===== src/hdl/ksm_pkg.sv =====
// package: sizes, codes and payload types of the key sequence matcher
`timescale 1ns / 1ps
package ksm_pkg;

  localparam int BUF_DEPTH = 20;
  localparam int N_ENTRIES = 32;
  localparam int MAX_LEN   = 16;

  localparam int CNT_W  = $clog2(BUF_DEPTH + 1);
  localparam int BIDX_W = $clog2(BUF_DEPTH);
  localparam int ENT_W  = $clog2(N_ENTRIES + 1);
  localparam int EIDX_W = $clog2(N_ENTRIES);
  localparam int LEN_W  = $clog2(MAX_LEN + 1);
  localparam int CPOS_W = $clog2(MAX_LEN);
  localparam int ADDR_W = EIDX_W + CPOS_W;

  typedef enum logic [1:0] {
    OP_KEY     = 2'd0,
    OP_TIMEOUT = 2'd1,
    OP_WR_CHAR = 2'd2,
    OP_WR_CODE = 2'd3
  } opcode_t;

  typedef enum logic [1:0] {
    KIND_PLAIN    = 2'd0,
    KIND_CODE     = 2'd1,
    KIND_OVERFLOW = 2'd2
  } kind_t;

  localparam logic REG_ENTRIES = 1'b0;
  localparam logic REG_DISCARD = 1'b1;

  typedef struct packed {
    logic [1:0]  opcode;
    logic [7:0]  key_byte;
    logic [4:0]  entry_index;
    logic [3:0]  char_position;
    logic [15:0] entry_code;
    logic [4:0]  entry_length;
  } item_t;

  typedef struct packed {
    logic [1:0]  result_kind;
    logic [15:0] result_value;
    logic        last_result;
  } result_t;

  typedef struct packed {
    logic        index;
    logic [5:0]  value;
  } cfg_word_t;

endpackage


===== src/hdl/ksm_if.sv =====
// interfaces: item, result and configuration channels
`timescale 1ns / 1ps
interface ksm_in_if;
  logic          valid;
  logic          ready;
  ksm_pkg::item_t data;
  modport source (output valid, output data, input ready);
  modport sink (input valid, input data, output ready);
endinterface

interface ksm_out_if;
  logic            valid;
  logic            ready;
  ksm_pkg::result_t data;
  modport source (output valid, output data, input ready);
  modport sink (input valid, input data, output ready);
endinterface

interface ksm_cfg_if;
  logic       valid;
  logic       ready;
  logic [0:0] index;
  logic [5:0] data;
  modport source (output valid, output index, output data, input ready);
  modport sink (input valid, input index, input data, output ready);
endinterface


===== src/hdl/key_sequence_matcher.sv =====
// top level: buffers key bytes and prefix-matches them against the sequence table
// table writes and empty timeouts are handled in the idle state; a key byte is accepted, then
// scans walk each buffered position over the entries, skipping dead and dropping finished ones,
// with a compare state per live entry (one port of the character memory), rescanned after each
// oldest-byte pop; each result word passes the push state and waits there while the output stalls
// results leave through an output register one word behind; ready only between items
// reset (rst, synchronous): buffer empty, all entries live and unused, registers zero
`timescale 1ns / 1ps
module key_sequence_matcher (
  input logic clk,
  input logic rst,
  ksm_in_if.sink    key_in,
  ksm_out_if.source res_out,
  ksm_cfg_if.sink   cfg
);

  typedef enum logic [2:0] {
    S_IDLE, S_RSTART, S_SCAN, S_CMP, S_POP, S_PUSH, S_FINISH
  } state_t;

  state_t state, ret;

  logic [ksm_pkg::CNT_W-1:0]  count;
  logic [ksm_pkg::N_ENTRIES-1:0] live;
  logic [7:0] kbuf [ksm_pkg::BUF_DEPTH];
  logic [7:0] chars [2**ksm_pkg::ADDR_W];
  logic [7:0] rdata;
  logic [15:0] codes [ksm_pkg::N_ENTRIES];
  logic [ksm_pkg::LEN_W-1:0] lens [ksm_pkg::N_ENTRIES];
  logic [5:0] entries_in_use;
  logic       discard_unmatched;

  logic [ksm_pkg::CNT_W-1:0] pos;
  logic [ksm_pkg::ENT_W-1:0] ent;

  logic        pend_valid;
  logic [1:0]  pend_kind;
  logic [15:0] pend_value;
  logic [1:0]  new_kind;
  logic [15:0] new_value;

  logic        out_valid;
  ksm_pkg::result_t out_data;

  logic [ksm_pkg::ENT_W-1:0] n_act;
  logic [ksm_pkg::N_ENTRIES-1:0] range_mask;
  logic [ksm_pkg::EIDX_W-1:0] eidx;
  logic [ksm_pkg::LEN_W-1:0] cur_len;
  logic [ksm_pkg::ADDR_W-1:0] rd_addr;
  logic out_free;
  logic out_load;
  ksm_pkg::item_t it;
  logic [ksm_pkg::CNT_W-1:0] count_inc;
  logic [ksm_pkg::LEN_W-1:0] len_clamped;

  assign it = key_in.data;
  assign key_in.ready = (state == S_IDLE);
  assign cfg.ready = 1'b1;
  assign res_out.valid = out_valid;
  assign res_out.data = out_data;
  assign out_free = !out_valid || res_out.ready;
  assign out_load = pend_valid && out_free && (state == S_PUSH || state == S_FINISH);

  assign n_act = (entries_in_use > 6'(ksm_pkg::N_ENTRIES)) ?
                 ksm_pkg::ENT_W'(ksm_pkg::N_ENTRIES) : ksm_pkg::ENT_W'(entries_in_use);
  assign eidx = ent[ksm_pkg::EIDX_W-1:0];
  assign cur_len = lens[eidx];
  assign rd_addr = {eidx, pos[ksm_pkg::CPOS_W-1:0]};
  assign count_inc = count + 1'b1;
  assign len_clamped = (it.entry_length > 5'(ksm_pkg::MAX_LEN)) ?
                       ksm_pkg::LEN_W'(ksm_pkg::MAX_LEN) : ksm_pkg::LEN_W'(it.entry_length);

  always_comb begin
    for (int i = 0; i < ksm_pkg::N_ENTRIES; i++) begin
      range_mask[i] = (ksm_pkg::ENT_W'(i) < n_act);
    end
  end

  // character table memory
  always_ff @(posedge clk) begin
    if (key_in.valid && key_in.ready && it.opcode == ksm_pkg::OP_WR_CHAR) begin
      chars[{it.entry_index[ksm_pkg::EIDX_W-1:0], it.char_position[ksm_pkg::CPOS_W-1:0]}]
        <= it.key_byte;
    end
    rdata <= chars[rd_addr];
  end

  always_ff @(posedge clk) begin
    if (rst) begin
      state <= S_IDLE;
      ret <= S_IDLE;
      count <= '0;
      live <= '1;
      entries_in_use <= '0;
      discard_unmatched <= 1'b0;
      pend_valid <= 1'b0;
      out_valid <= 1'b0;
      pos <= '0;
      ent <= '0;
      for (int i = 0; i < ksm_pkg::N_ENTRIES; i++) lens[i] <= '0;
    end else begin
      if (out_load) out_valid <= 1'b1;
      else if (res_out.ready) out_valid <= 1'b0;
      if (cfg.valid) begin
        unique case (cfg.index)
          ksm_pkg::REG_ENTRIES: entries_in_use <= cfg.data;
          ksm_pkg::REG_DISCARD: discard_unmatched <= cfg.data[0];
          default: ;
        endcase
      end
      unique case (state)
        S_IDLE: begin
          if (key_in.valid) begin
            unique case (it.opcode)
              ksm_pkg::OP_KEY: begin
                if (n_act == '0) begin
                  new_kind <= ksm_pkg::KIND_PLAIN;
                  new_value <= {8'd0, it.key_byte};
                  ret <= S_FINISH;
                  state <= S_PUSH;
                end else begin
                  kbuf[count[ksm_pkg::BIDX_W-1:0]] <= it.key_byte;
                  if (count_inc >= ksm_pkg::CNT_W'(ksm_pkg::BUF_DEPTH - 1)) begin
                    count <= '0;
                    live <= '1;
                    new_kind <= ksm_pkg::KIND_OVERFLOW;
                    new_value <= '0;
                    ret <= S_FINISH;
                    state <= S_PUSH;
                  end else begin
                    count <= count_inc;
                    state <= S_RSTART;
                  end
                end
              end
              ksm_pkg::OP_TIMEOUT: begin
                if (count != '0) state <= S_POP;
              end
              ksm_pkg::OP_WR_CHAR: ;
              ksm_pkg::OP_WR_CODE: begin
                codes[it.entry_index[ksm_pkg::EIDX_W-1:0]] <= it.entry_code;
                lens[it.entry_index[ksm_pkg::EIDX_W-1:0]] <= len_clamped;
              end
              default: ;
            endcase
          end
        end
        S_RSTART: begin
          pos <= '0;
          ent <= '0;
          state <= (count == '0) ? S_FINISH : S_SCAN;
        end
        S_SCAN: begin
          if (pos >= count) begin
            state <= ((live & range_mask) != '0) ? S_FINISH : S_POP;
          end else if (ent >= n_act) begin
            pos <= pos + 1'b1;
            ent <= '0;
          end else if (!live[eidx]) begin
            ent <= ent + 1'b1;
          end else if (cur_len == '0 || ksm_pkg::LEN_W'(pos) >= cur_len ||
                       pos >= ksm_pkg::CNT_W'(ksm_pkg::MAX_LEN)) begin
            live[eidx] <= 1'b0;
            ent <= ent + 1'b1;
          end else begin
            state <= S_CMP;
          end
        end
        S_CMP: begin
          if (rdata == kbuf[pos[ksm_pkg::BIDX_W-1:0]]) begin
            if (ksm_pkg::LEN_W'(pos + 1'b1) == cur_len) begin
              new_kind <= ksm_pkg::KIND_CODE;
              new_value <= codes[eidx];
              count <= '0;
              live <= '1;
              ret <= S_FINISH;
              state <= S_PUSH;
            end else begin
              ent <= ent + 1'b1;
              state <= S_SCAN;
            end
          end else begin
            live[eidx] <= 1'b0;
            ent <= ent + 1'b1;
            state <= S_SCAN;
          end
        end
        S_POP: begin
          for (int i = 0; i < ksm_pkg::BUF_DEPTH - 1; i++) kbuf[i] <= kbuf[i+1];
          count <= count - 1'b1;
          live <= '1;
          if (discard_unmatched) begin
            state <= S_RSTART;
          end else begin
            new_kind <= ksm_pkg::KIND_PLAIN;
            new_value <= {8'd0, kbuf[0]};
            ret <= S_RSTART;
            state <= S_PUSH;
          end
        end
        S_PUSH: begin
          if (!pend_valid) begin
            pend_valid <= 1'b1;
            pend_kind <= new_kind;
            pend_value <= new_value;
            state <= ret;
          end else if (out_free) begin
            out_data <= '{result_kind: pend_kind, result_value: pend_value,
                          last_result: 1'b0};
            pend_kind <= new_kind;
            pend_value <= new_value;
            state <= ret;
          end
        end
        S_FINISH: begin
          if (!pend_valid) begin
            state <= S_IDLE;
          end else if (out_free) begin
            out_data <= '{result_kind: pend_kind, result_value: pend_value,
                          last_result: 1'b1};
            pend_valid <= 1'b0;
            state <= S_IDLE;
          end
        end
        default: state <= S_IDLE;
      endcase
    end
  end

endmodule


===== src/flat_wrapper.sv =====
// flat-port wrapper written by rule: the top's interface ports become plain ports
module key_sequence_matcher_flat 
  (clk, rst, key_in_valid, key_in_data, key_in_ready, res_out_valid, res_out_data, res_out_ready, cfg_valid, cfg_index, cfg_data, cfg_ready);
  ksm_in_if key_in_i ();
  ksm_out_if res_out_i ();
  ksm_cfg_if cfg_i ();
  input logic clk;
  input logic rst;
  input wire logic [$bits(key_in_i.valid)-1:0] key_in_valid;
  input wire logic [$bits(key_in_i.data)-1:0] key_in_data;
  output wire logic [$bits(key_in_i.ready)-1:0] key_in_ready;
  output wire logic [$bits(res_out_i.valid)-1:0] res_out_valid;
  output wire logic [$bits(res_out_i.data)-1:0] res_out_data;
  input wire logic [$bits(res_out_i.ready)-1:0] res_out_ready;
  input wire logic [$bits(cfg_i.valid)-1:0] cfg_valid;
  input wire logic [$bits(cfg_i.index)-1:0] cfg_index;
  input wire logic [$bits(cfg_i.data)-1:0] cfg_data;
  output wire logic [$bits(cfg_i.ready)-1:0] cfg_ready;
  assign key_in_i.valid = key_in_valid;
  assign key_in_i.data = key_in_data;
  assign key_in_ready = key_in_i.ready;
  assign res_out_valid = res_out_i.valid;
  assign res_out_data = res_out_i.data;
  assign res_out_i.ready = res_out_ready;
  assign cfg_i.valid = cfg_valid;
  assign cfg_i.index = cfg_index;
  assign cfg_i.data = cfg_data;
  assign cfg_ready = cfg_i.ready;
  key_sequence_matcher u_core (.clk(clk), .rst(rst), .key_in(key_in_i), .res_out(res_out_i), .cfg(cfg_i));
endmodule

===== config.mk =====
export PLATFORM = sky130hd
export DESIGN_NAME = key_sequence_matcher_flat
export DESIGN_NICKNAME = d
export VERILOG_FILES = /design/src/hdl/ksm_pkg.sv /design/src/hdl/ksm_if.sv /design/src/hdl/key_sequence_matcher.sv /design/src/flat_wrapper.sv
export SDC_FILE = /design/constraint.sdc
export NUM_CORES = 2
export LEC_CHECK = 0
export BUFFER_PORTS_ARGS = -buffer_cell sky130_fd_sc_hd__buf_2
export CAP_MARGIN = 20
export CORE_ASPECT_RATIO = 1.1
export CORE_UTILIZATION = 54
export DETAILED_ROUTE_END_ITERATION = 16
export GPL_TIMING_DRIVEN = 1
export PLACE_DENSITY_LB_ADDON = 0.1
export SETUP_SLACK_MARGIN = 0.1
export SLEW_MARGIN = 20
export SYNTH_ARGS = -nofsm -noshare
export SYNTH_HDL_FRONTEND = slang
export SYNTH_MEMORY_MAX_BITS = 65536
export SYNTH_SLANG_ARGS = --single-unit

===== constraint.sdc =====
create_clock -name clk -period 5.1 [get_ports clk]
set_input_delay 0.51 -clock clk [delete_from_list [all_inputs] [get_ports clk]]
set_output_delay 0.51 -clock clk [all_outputs]
set_load 0.005 [all_outputs]

# [Word level (Yosys, flattened, before mapping)]
# Memories as Yosys holds them, arrays and structs flattened. A register that Yosys moved wholly into a read port is not among the register bits.
# Cells that the tools add are included.
[word_totals] regBits=118 ramBits=4928 in_bits=52 output_inout_bits=22 word_cells=267 n_memories=4
[mem_list] memory="u_core.chars" depth=512 width=8 rd=1 rd_ports_with_merged_regs=1 write_ports=1 line="key_sequence_matcher.sv:26" text="logic [7:0] chars [2**ksm_pkg::ADDR_W];"
[mem_list] memory="u_core.codes" depth=32 width=16 rd=1 rd_ports_with_merged_regs=1 write_ports=1 line="key_sequence_matcher.sv:28" text="logic [15:0] codes [ksm_pkg::N_ENTRIES];"
[mem_list] memory="u_core.kbuf" depth=20 width=8 rd=21 rd_ports_with_merged_regs=1 write_ports=19 line="key_sequence_matcher.sv:25" text="logic [7:0] kbuf [ksm_pkg::BUF_DEPTH];"
[mem_list] memory="u_core.lens" depth=32 width=5 rd=1 rd_ports_with_merged_regs=1 write_ports=32 line="key_sequence_matcher.sv:29" text="logic [ksm_pkg::LEN_W-1:0] lens [ksm_pkg::N_ENTRIES];"
[op_classes] add_sub_neg=4 magnitude_cmp=41 n_eq_ne=39 mux=121 bitwise_logic=5 n_reduce_logical=36
[op_table] op="$mux 32" count=10
[op_table] op="$mux 16" count=9
[op_table] op="$pmux 32 s4" count=1
[op_table] op="$lt 5x6->1 const A" count=16
[op_table] op="$mux 5" count=18
[op_table] op="$mux 19" count=4
[op_table] op="$mux 3" count=23
[op_table] op="$and 32x32->32" count=2
[op_table] op="$lt 4x6->1 const A" count=8
[op_table] op="$pmux 16 s3" count=1
[op_table] op="$mux 6" count=7
[op_table] op="$pmux 19 s2" count=1
[op_table] op="$not 32->32" count=1
[op_table] op="$reduce_bool 32->1" count=1
[op_table] op="$mux 1" count=26
[op_table] op="$lt 3x6->1 const A" count=4
[op_table] op="$ne 3x3->1 const B" count=7
[op_table] op="$pmux 3 s7" count=1
[op_table] op="$mux 2" count=10
[op_table] op="$ne 2x1->1 const B" count=9
[op_table] op="$pmux 6 s3" count=1
[op_table] op="$ne 2x2->1 const B" count=8
[op_table] op="$reduce_and 8->1" count=2
[op_table] op="$pmux 5 s3" count=1
[op_table] op="50 further kinds" count=75

# [Longest topological paths before layout]
[logic_depth] ltp_word=11 mapped_depth=18 depth_no_buf=14

# [Worst setup path before layout]
# OpenSTA, ideal clock, no wires.
[synth_path] kind="register to register" startpoint="reg u_core.pos[0] in the netlist's numbering" endpoint="reg (tool-made name)" setup_ns=0.078 arrival_ns=4.140 required_ns=5.022 setup_slack_ns=0.883 path_stages_with_launch=16 path_buffers=4 period_less_slack_ns=4.217 cell_sequence="dfxtp_1 -> buf_2 -> clkbuf_1 -> clkbuf_1 -> buf_1 -> inv_1 -> ha_1 -> nand2b_1 -> a21o_1 -> a21o_1 -> a21o_1 -> a211o_1 -> o311a_2 -> o21ai_0 -> nand2_1 -> a21oi_1"
[synth_lines] item="from (decl)" line="key_sequence_matcher.sv:33" text="logic [ksm_pkg::CNT_W-1:0] pos;"
[synth_lines] item="from (signal assigned)" line="key_sequence_matcher.sv:157" text="pos <= pos + 1'b1;"

==> results.yml <==
timing:
  layout_min_cycle_time_ps: 4450
  final.hold.worst_slack_ps: 89.2
  fmax_mhz: 225
  max_slew.worst_pin.slew_ps: 1310
  report.final.hold_viol_count: 0
  grt_setup_unrepaired: "false"
  timing_max_transition_violations_final: 0
  final-setup-viol-count: 0
  fin_worst_skew_ps: 48.8
  slew-limit-headroom_pct: 13.0
  final.period_utilization_pct: 87.3
  setup_tns_ps: 0
grt:
  via_count_of_the_first_global_routing_pass: 100000
  grt_pass1_wl_um: 728000
  grt_start_max_net_pins: 197
  gr-total-overflow: 0
  overall_track_demand_over_capacity_in_global_routing_pct: 26.9
  grt_antenna_before_repair: 21
logic_synthesis:
  post_synthesis_mean_instance_area_um2: 21.5
  synthesis.nets: 9498
  synth.lib_cells_used.distinct: 72
  post_synthesis_register_bit_count: 5159
  yosysSeqAreaShare_pct: 76.1
  synth_top_area_share_pct: 75.3
  async_flop_share_pct: 0
  synth-edff-count: 5079
  synth_area_leader_cell: "sky130_fd_sc_hd__edfxtp_1"
  syn_area_um2: 202000
  postSynthCellCount: 9423
  ys_top_cells_by_area: "sky130_fd_sc_hd__edfxtp_1 75%, sky130_fd_sc_hd__mux4_2 17%, sky130_fd_sc_hd__nor2_1 1.4%"
  top_ff_cell_synth: "sky130_fd_sc_hd__edfxtp_1"
  synthesis.yosys.warnings: 0
setup_path:
  cpMaxStageDelayCell: "sky130_fd_sc_hd__dfxtp_4"
  cp_cell_sequence: "buf_4 -> mux4_2 -> mux4_2 -> mux2i_4 -> ha_1 -> a21o_1 -> a21o_1 -> a21o_1 -> a211o_1 -> o311a_2 -> o21ai_0 -> buf_4 -> a22oi_1 -> nor2_1"
  critical_path.endpoint_type: "flip-flop"
  timing.critical_path.arrival_ps: 5400
  crit_fanout: 28
  critical-path-top-cell-by-count: "sky130_fd_sc_hd__a21o_1"
  crit_path_max_incr_delay_ps: 670
  crit_type: "reg2reg"
  critPathRequiredTime_ps: 6050
  startpoint_class_of_the_critical_path: "flip-flop"
layout:
  num-fill-cells: 25900
  final_nets: 10000
  areaGrowthSynthToFinish_pct: 12.9
  layout.cells.most_common_list: "5079 x sky130_fd_sc_hd__edfxtp_1, 1549 x sky130_fd_sc_hd__mux4_2, 774 x sky130_fd_sc_hd__nor2_1"
  ff_latch_area_um2: 154000
  mostFrequentLayoutCell: "sky130_fd_sc_hd__edfxtp_1"
  multiInputGateArea_um2: 46000
  final_layout_size_suffix_gt1_share_pct: 27.4
  fin_cells: 15400
placement:
  post-place-cells: 14300
  numPortBuffers: 72
  place_congestion: 0.868
  hpwlAfterDp_um: 313000
floorplanning:
  fp.dieArea_um2: 377000
  die-width_um: 586
  floorplan.initialDensity_pct: 54.3
  die-height_um: 644
  core_area_um2: 373000
  io_pins: 74
  rows: 235
clocking:
  tritoncts: "yes"
  worst_skew_pair.late_latency_ps: 1040
  cts_root_buffer: "sky130_fd_sc_hd__clkbuf_16"
  cts_buffer_depth: 4
  cts_buffers: 526
  cts_resized: 0
  cts.htree.levels: 6
  setup_fix_bufs_post_cts: 0
  worst_setup_hold_path_clk_slew_ps: 60
  clock_sinks: 5159
route:
  post-route-drc-count: 0
  drt_pre_antenna_iters: 6
  drt_iter0_drc: 10800
  wl_per_cell_um: 32.8
  vias: 98200
  drt-total-wl_um: 504000
  viasPerCell: 6.40
  detail-route-antenna-nets: 0
min_path:
  hp-class: "in2reg"
  hold_start: "key_in_data[1]"
power_and_ir_drop:
  ir_drop_mv: 0.348
  leakage_nw: 69.6
  fin_total_pwr_mw: 94.3
  p_per_area_nw_per_um2: 413
run:
  maxCapViolCount: 0
status:
  run_status: "finished clean"
==> synthesized netlist by cell type, types with 6 or more instances <==
library cell,n
sky130_fd_sc_hd__mux4_2,1549
sky130_fd_sc_hd__inv_1,57
sky130_fd_sc_hd__o21ai_0,57
sky130_fd_sc_hd__a32oi_1,20
sky130_fd_sc_hd__or3b_2,6
sky130_fd_sc_hd__a31oi_1,7
sky130_fd_sc_hd__ha_1,23
sky130_fd_sc_hd__nand2_1,521
sky130_fd_sc_hd__buf_2,33
sky130_fd_sc_hd__or3_1,8
sky130_fd_sc_hd__a2bb2oi_1,34
sky130_fd_sc_hd__and3_1,7
sky130_fd_sc_hd__clkbuf_1,355
sky130_fd_sc_hd__or4_1,10
sky130_fd_sc_hd__xnor2_1,6
sky130_fd_sc_hd__xor2_1,9
sky130_fd_sc_hd__nor2_1,778
sky130_fd_sc_hd__mux4_1,6
sky130_fd_sc_hd__nand2b_1,24
sky130_fd_sc_hd__nand4_1,21
sky130_fd_sc_hd__nor2b_1,23
sky130_fd_sc_hd__edfxtp_1,5079
sky130_fd_sc_hd__buf_1,165
sky130_fd_sc_hd__o22ai_1,10
sky130_fd_sc_hd__dfxtp_1,80
sky130_fd_sc_hd__and2_1,10
sky130_fd_sc_hd__mux2i_1,175
sky130_fd_sc_hd__a22oi_1,62
sky130_fd_sc_hd__nor4_1,7
sky130_fd_sc_hd__a21oi_1,60
sky130_fd_sc_hd__buf_4,10
sky130_fd_sc_hd__a211oi_1,7
sky130_fd_sc_hd__or2_2,7
sky130_fd_sc_hd__nor3_1,49
sky130_fd_sc_hd__nand3_1,60
==> per-stage QoR <==
stage	area (um^2)	setup slack, ps	util (%)
finish	229000	647	61.3
floorplan	202000	883	-
global placement	211000	603	56.7
CTS	228000	640	61.3
detailed placement	211000	677	56.7
global route	228000	378	61.3
==> metal layers <==
layer	up-vias	wire length, um	track usage [%]
met5	-	46	0
met4	6	15900	7.73
met3	735	34600	4.09
met2	4079	250000	43.7
met1	53200	203000	38.3
li1	40200	-	-
==> final timing paths <==
check / end / slack, ps / cells after the start
worst min register to register: u_core.pend_value[6] / 400 / 0
worst max register to register: u_core.pos[3] / 650 / 14
worst max-delay path: u_core.pos[3] / 650 / 14
worst min-delay path: u_core.lens[3][1] / 90 / 4
==> flip-flops by register name, summed over array words and instances, names as in the netlist, 8 cells and up, named ones only <==
signal	flops
u_core.chars	4096
u_core.codes	512
u_core.kbuf	256
u_core.lens	160
u_core.live	32
u_core.res_out.data	19
u_core.new_value	16
u_core.pend_value	16
u_core.rdata	8
==> timing repair <==
action | 4_1_cts | 5_1_grt
hold endpoints to repair | 729 | 0
hold buffers | 48 | 0
setup endpoints to repair | 0 | 0
==> worst max-delay path, delay by kind of cell, from the launching register on <==
family                   cells  cell delay [ps]
buffers and inverters        2              540
flip-flops                   1              670
multiplexers                 3             1100
AO/OA/AOI/OAI                7             1580
adder cells (fa/ha/maj)      1              270
AND/OR/NAND/NOR              1              170
==> power by group <==
part           total, mW  switching (mW)  leakage (nW)  internal, mW
clock network       37.4            15.9          8.06          21.5
registers           47.3           0.326          46.5          46.9
logic               9.58            5.34          15.0          4.23
total               94.3            21.6          69.6          72.7
==> layout make-up <==
type,instances,share of cell area (%)
sequential,5159,67.5
multi-input combinational,3634,20.1
clock buffer,680,6.19
tap,4977,2.73
timing repair buffer,565,2.31
clock inverter,262,1.05
inverter,60,0.104
antenna,15,0.0164
==> cell families after synthesis <==
kind of cell / Yosys count / synth area share, %
XOR/XNOR: 15 / 0.0649
other: 1 / 0.00185
multiplexers: 1734 / 18.2
AO/OA/AOI/OAI: 305 / 1.04
adder cells (fa/ha/maj): 23 / 0.142
AND/OR/NAND/NOR: 1556 / 3.19
buffers and inverters: 630 / 1.24
flip-flops: 5159 / 76.1
(Power assumes the default switching activity.)
